### src/sv/y2rgb_pkg.sv
// Shared types and constants for the YUY2 to RGB pixel pair converter.
// Word layouts, lane control and the BT.601 Q16 coefficients.
// No dependencies.
`timescale 1ns / 1ps

package y2rgb_pkg;

  // Product and sum widths, signed; the widest channel sum (blue) needs 27 bits
  localparam int PROD_W = 27;
  localparam int SUM_W  = 28;

  // Coefficients at 16 fractional bits
  localparam logic signed [PROD_W-1:0] COEF_Y   = PROD_W'(76284);
  localparam logic signed [PROD_W-1:0] COEF_RV  = PROD_W'(104595);
  localparam logic signed [PROD_W-1:0] COEF_GU  = PROD_W'(25690);
  localparam logic signed [PROD_W-1:0] COEF_GV  = PROD_W'(53281);
  localparam logic signed [PROD_W-1:0] COEF_BU  = PROD_W'(132186);
  localparam logic        [SUM_W-1:0]  HALF_Q16 = SUM_W'(32768);

  localparam logic signed [8:0] LUMA_OFS = 9'sd16;

  typedef struct packed {
    logic [7:0] luma_first;
    logic [7:0] blue_diff;
    logic [7:0] luma_second;
    logic [7:0] red_diff;
    logic       first_only;
  } y2rgb_in_t;

  typedef struct packed {
    logic [7:0] red_first;
    logic [7:0] green_first;
    logic [7:0] blue_first;
    logic [7:0] red_second;
    logic [7:0] green_second;
    logic [7:0] blue_second;
    logic       second_valid;
  } y2rgb_out_t;

  typedef struct packed {
    logic [7:0] red;
    logic [7:0] green;
    logic [7:0] blue;
  } rgb_t;

  // Load enables for the two lane stages
  typedef struct packed {
    logic load_prod;
    logic load_pix;
  } lane_ctl_t;

endpackage

### src/sv/y2rgb_lane.sv
// One pixel conversion lane: coefficient products, then sum, round and clamp.
// Two register stages; enables come from the top level. Uses y2rgb_pkg.
`timescale 1ns / 1ps

module y2rgb_lane
  import y2rgb_pkg::*;
(
  input  logic       clk,
  input  lane_ctl_t  ctl,
  input  logic [7:0] luma,
  input  logic [7:0] blue_diff,
  input  logic [7:0] red_diff,
  output rgb_t       pix
);

  // Round half away from zero then clamp to 0..255; negatives always land on 0
  function automatic logic [7:0] round_sat(input logic signed [SUM_W-1:0] s);
    logic [SUM_W-1:0] t;
    logic [7:0]       v;
    t = SUM_W'(s) + HALF_Q16;
    if (s[SUM_W-1]) begin
      v = 8'd0;
    end else if (|t[SUM_W-1:24]) begin
      v = 8'hff;
    end else begin
      v = t[23:16];
    end
    return v;
  endfunction

  logic signed [8:0]        y_off;
  logic signed [7:0]        du;
  logic signed [7:0]        dv;
  logic signed [PROD_W-1:0] y_ext;
  logic signed [PROD_W-1:0] du_ext;
  logic signed [PROD_W-1:0] dv_ext;

  logic signed [PROD_W-1:0] ly_r, rv_r, gu_r, gv_r, bu_r;
  logic signed [SUM_W-1:0]  sum_r, sum_g, sum_b;
  rgb_t                     pix_r;

  assign y_off  = $signed({1'b0, luma}) - LUMA_OFS;
  // offset-128 sample to two's complement: flip the top bit
  assign du     = $signed({~blue_diff[7], blue_diff[6:0]});
  assign dv     = $signed({~red_diff[7], red_diff[6:0]});
  assign y_ext  = PROD_W'(y_off);
  assign du_ext = PROD_W'(du);
  assign dv_ext = PROD_W'(dv);

  always_ff @(posedge clk) begin
    if (ctl.load_prod) begin
      ly_r <= y_ext * COEF_Y;
      rv_r <= dv_ext * COEF_RV;
      gu_r <= du_ext * COEF_GU;
      gv_r <= dv_ext * COEF_GV;
      bu_r <= du_ext * COEF_BU;
    end
  end

  assign sum_r = SUM_W'(ly_r) + SUM_W'(rv_r);
  assign sum_g = SUM_W'(ly_r) - SUM_W'(gu_r) - SUM_W'(gv_r);
  assign sum_b = SUM_W'(ly_r) + SUM_W'(bu_r);

  always_ff @(posedge clk) begin
    if (ctl.load_pix) begin
      pix_r.red   <= round_sat(sum_r);
      pix_r.green <= round_sat(sum_g);
      pix_r.blue  <= round_sat(sum_b);
    end
  end

  assign pix = pix_r;

endmodule

### src/sv/y2rgb_merge.sv
// Merge stage: joins both lane pixels into the result word, blanks the odd tail.
// Doubles as the output register. Uses y2rgb_pkg.
`timescale 1ns / 1ps

module y2rgb_merge
  import y2rgb_pkg::*;
(
  input  logic       clk,
  input  logic       load,
  input  rgb_t       pix_first,
  input  rgb_t       pix_second,
  input  logic       first_only,
  output y2rgb_out_t out_word
);

  y2rgb_out_t word_r;
  y2rgb_out_t word_nxt;

  always_comb begin
    word_nxt.red_first    = pix_first.red;
    word_nxt.green_first  = pix_first.green;
    word_nxt.blue_first   = pix_first.blue;
    word_nxt.second_valid = ~first_only;
    if (first_only) begin
      word_nxt.red_second   = 8'd0;
      word_nxt.green_second = 8'd0;
      word_nxt.blue_second  = 8'd0;
    end else begin
      word_nxt.red_second   = pix_second.red;
      word_nxt.green_second = pix_second.green;
      word_nxt.blue_second  = pix_second.blue;
    end
  end

  always_ff @(posedge clk) begin
    if (load) begin
      word_r <= word_nxt;
    end
  end

  assign out_word = word_r;

endmodule

### src/sv/yuy2_to_rgb_pixel_pair_core.sv
// Top level of the YUY2 macropixel to RGB pixel pair converter (BT.601 studio range).
// Two y2rgb_lane instances and a y2rgb_merge stage, with the pipeline valid chain.
// Uses y2rgb_pkg.
//
//   channel | ports                      | word
//   --------+----------------------------+-------------
//   input   | in_valid, in_stall, in_word  | y2rgb_in_t
//   result  | out_valid, out_stall, out_word | y2rgb_out_t
//
// Three register stages: products, rounded pixels, merged result word.
// One word accepted per cycle while in_stall is low; it passes the product, pixel and result registers to out_valid.
// Each stage loads when empty or when the stage after it moves, so bubbles close up.
// in_stall rises only with all three stages full and out_stall high.
// Reset empties the pipeline; payload registers are not reset.
`timescale 1ns / 1ps

module yuy2_to_rgb_pixel_pair_core
  import y2rgb_pkg::*;
(
  input  logic       clk,
  input  logic       rst_n,
  input  logic       in_valid,
  output logic       in_stall,
  input  y2rgb_in_t  in_word,
  output logic       out_valid,
  input  logic       out_stall,
  output y2rgb_out_t out_word
);

  logic      v1_r, v2_r, v3_r;
  logic      v1_nxt, v2_nxt, v3_nxt;
  logic      rdy1, rdy2, rdy3;
  logic      tail1_r, tail2_r;
  lane_ctl_t lane_ctl;
  rgb_t      pix_first, pix_second;

  assign rdy3 = ~v3_r | ~out_stall;
  assign rdy2 = ~v2_r | rdy3;
  assign rdy1 = ~v1_r | rdy2;

  assign v1_nxt = rdy1 ? in_valid : v1_r;
  assign v2_nxt = rdy2 ? v1_r     : v2_r;
  assign v3_nxt = rdy3 ? v2_r     : v3_r;

  assign lane_ctl.load_prod = rdy1 & in_valid;
  assign lane_ctl.load_pix  = rdy2 & v1_r;

  always_ff @(posedge clk) begin
    if (!rst_n) begin
      v1_r <= 1'b0;
      v2_r <= 1'b0;
      v3_r <= 1'b0;
    end else begin
      v1_r <= v1_nxt;
      v2_r <= v2_nxt;
      v3_r <= v3_nxt;
    end
  end

  // tail flag follows the word down the pipe
  always_ff @(posedge clk) begin
    if (lane_ctl.load_prod) begin
      tail1_r <= in_word.first_only;
    end
    if (lane_ctl.load_pix) begin
      tail2_r <= tail1_r;
    end
  end

  y2rgb_lane u_lane_first (
    .clk       (clk),
    .ctl       (lane_ctl),
    .luma      (in_word.luma_first),
    .blue_diff (in_word.blue_diff),
    .red_diff  (in_word.red_diff),
    .pix       (pix_first)
  );

  y2rgb_lane u_lane_second (
    .clk       (clk),
    .ctl       (lane_ctl),
    .luma      (in_word.luma_second),
    .blue_diff (in_word.blue_diff),
    .red_diff  (in_word.red_diff),
    .pix       (pix_second)
  );

  y2rgb_merge u_merge (
    .clk        (clk),
    .load       (rdy3 & v2_r),
    .pix_first  (pix_first),
    .pix_second (pix_second),
    .first_only (tail2_r),
    .out_word   (out_word)
  );

  assign in_stall  = ~rdy1;
  assign out_valid = v3_r;

`ifndef SYNTHESIS
  a_reset_empty : assert property (@(posedge clk)
    !rst_n |=> !v1_r && !v2_r && !out_valid)
    else $error("pipeline not empty after reset");

  a_stall_full : assert property (@(posedge clk) disable iff (!rst_n)
    in_stall |-> v1_r && v2_r && out_valid && out_stall)
    else $error("input stalled with room in the pipeline");

  a_advance : assert property (@(posedge clk) disable iff (!rst_n)
    v2_r && !out_stall |=> out_valid)
    else $error("pixel stage word lost on its way out");

  a_tail_blank : assert property (@(posedge clk) disable iff (!rst_n)
    out_valid && !out_word.second_valid |->
      out_word.red_second == 8'd0 && out_word.green_second == 8'd0 &&
      out_word.blue_second == 8'd0)
    else $error("odd tail word carries a second pixel");
`endif

endmodule

### config.mk
export PLATFORM = sky130hd
export DESIGN_NAME = yuy2_to_rgb_pixel_pair_core
export DESIGN_NICKNAME = d
export VERILOG_FILES = /design/src/sv/y2rgb_pkg.sv /design/src/sv/y2rgb_lane.sv /design/src/sv/y2rgb_merge.sv /design/src/sv/yuy2_to_rgb_pixel_pair_core.sv
export SDC_FILE = /design/constraint.sdc
export NUM_CORES = 1
export LEC_CHECK = 0
export BUFFER_PORTS_ARGS = -buffer_cell sky130_fd_sc_hd__buf_2
export CAP_MARGIN = 20
export CORE_ASPECT_RATIO = 1.5
export CORE_MARGIN = 1.5
export CORE_UTILIZATION = 38
export CTS_BUF_LIST = sky130_fd_sc_hd__clkbuf_8 sky130_fd_sc_hd__clkbuf_16
export DETAILED_ROUTE_END_ITERATION = 12
export GPL_ROUTABILITY_DRIVEN = 0
export SYNTH_ARGS = -nofsm -noshare
export SYNTH_HDL_FRONTEND = slang
export SYNTH_SLANG_ARGS = --single-unit
### constraint.sdc
create_clock -name clk -period 10 [get_ports clk]
set_input_delay 1 -clock clk [delete_from_list [all_inputs] [get_ports clk]]
set_output_delay 1 -clock clk [all_outputs]
set_load 0.01 [all_outputs]
==> results.txt <==
The run finished with clean final reports. The cell sitting at the root of the clock tree is a clkbuf_16. The layout net count came out at ~3300.

STA classifies the critical path startpoint as an input pin. The floorplan step set the die height to 322 um. The critical-path maximum fanout is 5. The CTS H-tree depth is 1. The number of hold buffers added after CTS was 0. The minimum setup slack among reg-to-reg paths came out at approximately 5100 ps. TritonCTS built the clock tree. Averaged over all synthesized cells, the footprint is ~10 um^2. The width of the die is between 200 and 250 um. The sequential element share of the synthesized area came out at 0.276. The count of endpoints failing setup in the final report is 0. Setup repair after global routing left no endpoint under its margin. The share of the synthesized area in the top cell type is 0.274. The signal arrival time at the worst endpoint is between 6000 and 7000 ps. Counting flops with an async set or reset pin after synthesis yields a share of 0. The detailed-route wire length came out at 60500 um. Ranked by total cell area, the synthesized netlist is headed by edfxtp_1 27%, ha_1 25%, fa_1 13%, inv_1 5.6%, xnor2_1 4.6%. The floorplan die area came out at between 0.06 and 0.07 mm^2. For this run, the total global-route usage over all layers was measured as 0.175. The via count of the first global-routing pass came out at between 15000 and 20000. The first global-routing pass estimated between 90000 and 100000 um of wire.

STA puts the critical path data required time at 10320 ps. edfxtp_1 takes more of the synthesized area than any other cell. The number of buffers added for setup after CTS came out at 0. The count of input and output buffers came out at 87. The final period demand of the worst path came out at 6500 ps.

The count of pins over their slew limit is 0. The sum of net half-perimeters after detailed placement came out at about 52000 um. The count of maximum capacitance violations is 0.

The worst max-slew margin expressed relative to the limit came out at 0.348. The total via count in the routed design is approximately 18000. The share of cells above drive strength 1 came out at 0.0695. The post-route clock skew is 22.0 ps. The total of cells resized after clock tree synthesis is 0. Of the available clock period, the critical path in the final layout requires 0.650.

The clock buffer count from CTS is 25. The min-delay analysis places its worst path in the category register to register. The slew at the pin with the worst max-slew slack came out at around 980 ps. Counting the fill cells in the layout gives roughly 6400. The wire length per cell is about 17 um. The antenna diode instance count came out at 0.

After detailed routing, the number of vias per cell comes to ~5.2. The number of ports placed on the die boundary came out at 88. The number of optimization iterations in the first detailed-route pass is 7. After routing, the total negative slack on setup checks comes to 0 ps. The synthesized flop and latch total is ~240. The clock-pin transition on the worst setup and hold timing paths came out at about 60 ps.

The clock passes through at most 3 buffers. The maximum number of pins on one net before global-route repair is 74. The synthesized netlist cell count is 2464. The number of antenna violations at the first check in global routing is 3. The DRC violations left is 0.

The initial utilization of the core area, before any placement, comes to 0.385. The count of standard-cell rows came out at 116. The overall overflow remaining after global route is 0. The count of unique library cells instantiated by Yosys came out at 91. The area added between synthesis and finish is 9.25%.

For this block, the initial DRC count from the detailed router was about 740. The final number of hold-violating endpoints came out at 0. The netlist area before placement is between 0.02 and 0.03 mm^2. In the synthesized netlist the dominant register cell turns out to be edfxtp_1. The clock sink count is roughly 240. The post-synth net total came out at 3174. By startpoint and endpoint, the worst setup path is classified as input pin to register. The Yosys warning count came out at 0. ha_1 is the most common cell in the netlist. At the later pin of the worst-skew pair, clock insertion delay measures 570 ps.

After synthesis, the most frequently instantiated cells are 512 x ha_1, 382 x inv_1, 235 x edfxtp_1. The number of nets still failing antenna checks after routing is 0. The type of destination of the critical path is a register. The number of synthesized flops with an enable pin is roughly 240.

The highest attainable clock frequency is between 150 and 200 MHz. The area of the core came out at between 0.06 and 0.07 mm^2.
cell families (layout without fill, tap and decap cells):
family                     Yosys count  count (layout)  synth area share
and+or+nand+nor                    482             482            0.0966
buffers and inverters              391             518            0.0570
muxes                                8               8           0.00321
AOI/OAI and AO/OA                  472             472             0.124
adders and majority gates          673             673             0.374
DFF                                238             238             0.276
xor gates and xnor gates           200             200            0.0683
cell type report:
cell class,instances,area (um^2),area share
Clock inverter,20,189,0.00672
Inverter,382,1430,0.0510
Multi-Input combinational cell,1835,17200,0.611
Clock buffer,25,626,0.0222
Tap cell,885,1110,0.0394
Timing Repair Buffer,91,465,0.0166
Sequential cell,238,7120,0.253
metrics by stage:
stage / hold WS, ps / std cells / cell area [um^2] / util / worst slack, ps
2_1_floorplan: 400 / 2464 / 25700 / - / 1900
3_3_place_gp: 404 / 3431 / 27300 / 0.408 / 3170
3_5_place_dp: 405 / 3431 / 27300 / 0.408 / 2970
4_1_cts: 420 / 3476 / 28100 / 0.420 / 3550
5_1_grt: 427 / 3476 / 28100 / 0.420 / 3100
6_report: 419 / 3476 / 28100 / 0.420 / 3500
critical path: stages:
cell and delay [ps]:
buf_2 130, inv_1 120, ha_1 270, xnor2_1 440, inv_1 210, ha_1 350
ha_1 290, inv_1 60, fa_1 530, inv_1 60, fa_1 480, ha_1 310
ha_1 340, a21o_1 170, a21oi_1 220, o21bai_1 90, a21oi_1 230, o21ai_0 220
a211oi_1 280, nor2_1 110, o41ai_1 430, o211a_1 240, nor2b_1 160, xnor2_1 80
sequential cells by signal, indices dropped and copies added, names as in the netlist:
name	flops
u_merge.out_word	49
u_lane_first.gv_r	25
u_lane_first.ly_r	25
u_lane_second.ly_r	25
u_lane_first.pix	24
u_lane_first.rv_r	24
u_lane_second.pix	24
u_lane_first.gu_r	23
u_lane_first.bu_r	14
out_valid	1
tail1_r	1
tail2_r	1
v1_r	1
v2_r	1
cells in the final DEF (no fill, tap or decap), types with 5 or more instances in the layout:
cell type	instances
a2111oi_0	6
buf_2	87
o211a_1	5
a31o_2	5
xnor2_1	135
nor2_1	123
o31ai_1	10
o21ai_0	62
or3_1	18
fa_1	161
nor4_1	9
o211ai_1	12
nor4b_1	5
nand3_1	36
a21o_1	56
o21ai_1	6
ha_1	512
xor2_1	64
and3_1	18
and2_1	20
clkbuf_16	25
nor2b_1	39
edfxtp_1	235
nand2_1	88
nand2b_1	12
o21bai_1	29
a21oi_1	142
o21a_1	21
a211oi_1	21
mux2i_1	6
nand4_1	16
nand3b_1	6
a211o_1	14
nor3b_1	6
inv_1	385
nor3_1	47
a311oi_1	5
a31oi_1	28
or2_2	13
final timing paths:
kind	end	cells past startpoint	start
hold / removal	u_merge.out_word[37]$_DFFE_PP_	0	u_lane_first.pix[12]$_SDFFCE_PP0P_
setup / recovery	u_lane_first.ly_r[23]$_DFFE_PP_	24	in_word[29]
hold reg to reg	u_merge.out_word[37]$_DFFE_PP_	0	u_lane_first.pix[12]$_SDFFCE_PP0P_
setup reg to reg	u_lane_first.pix[13]$_SDFFCE_PP0P_	13	u_lane_first.gu_r[6]$_DFFE_PP_
layer usage:
metal / global-route usage / vias to the layer above / share of wire
met1: 0.178 / 8649 / 0.38
met4: 0.119 / 6 / 0.074
met5: 0 / - / 0.00066
met2: 0.338 / 346 / 0.52
met3: 0.0149 / 169 / 0.026
li1: - / 8945 / -
Power is not shown: default switching activity piles up to over one toggle a cycle in this logic, so the estimate is an artifact.
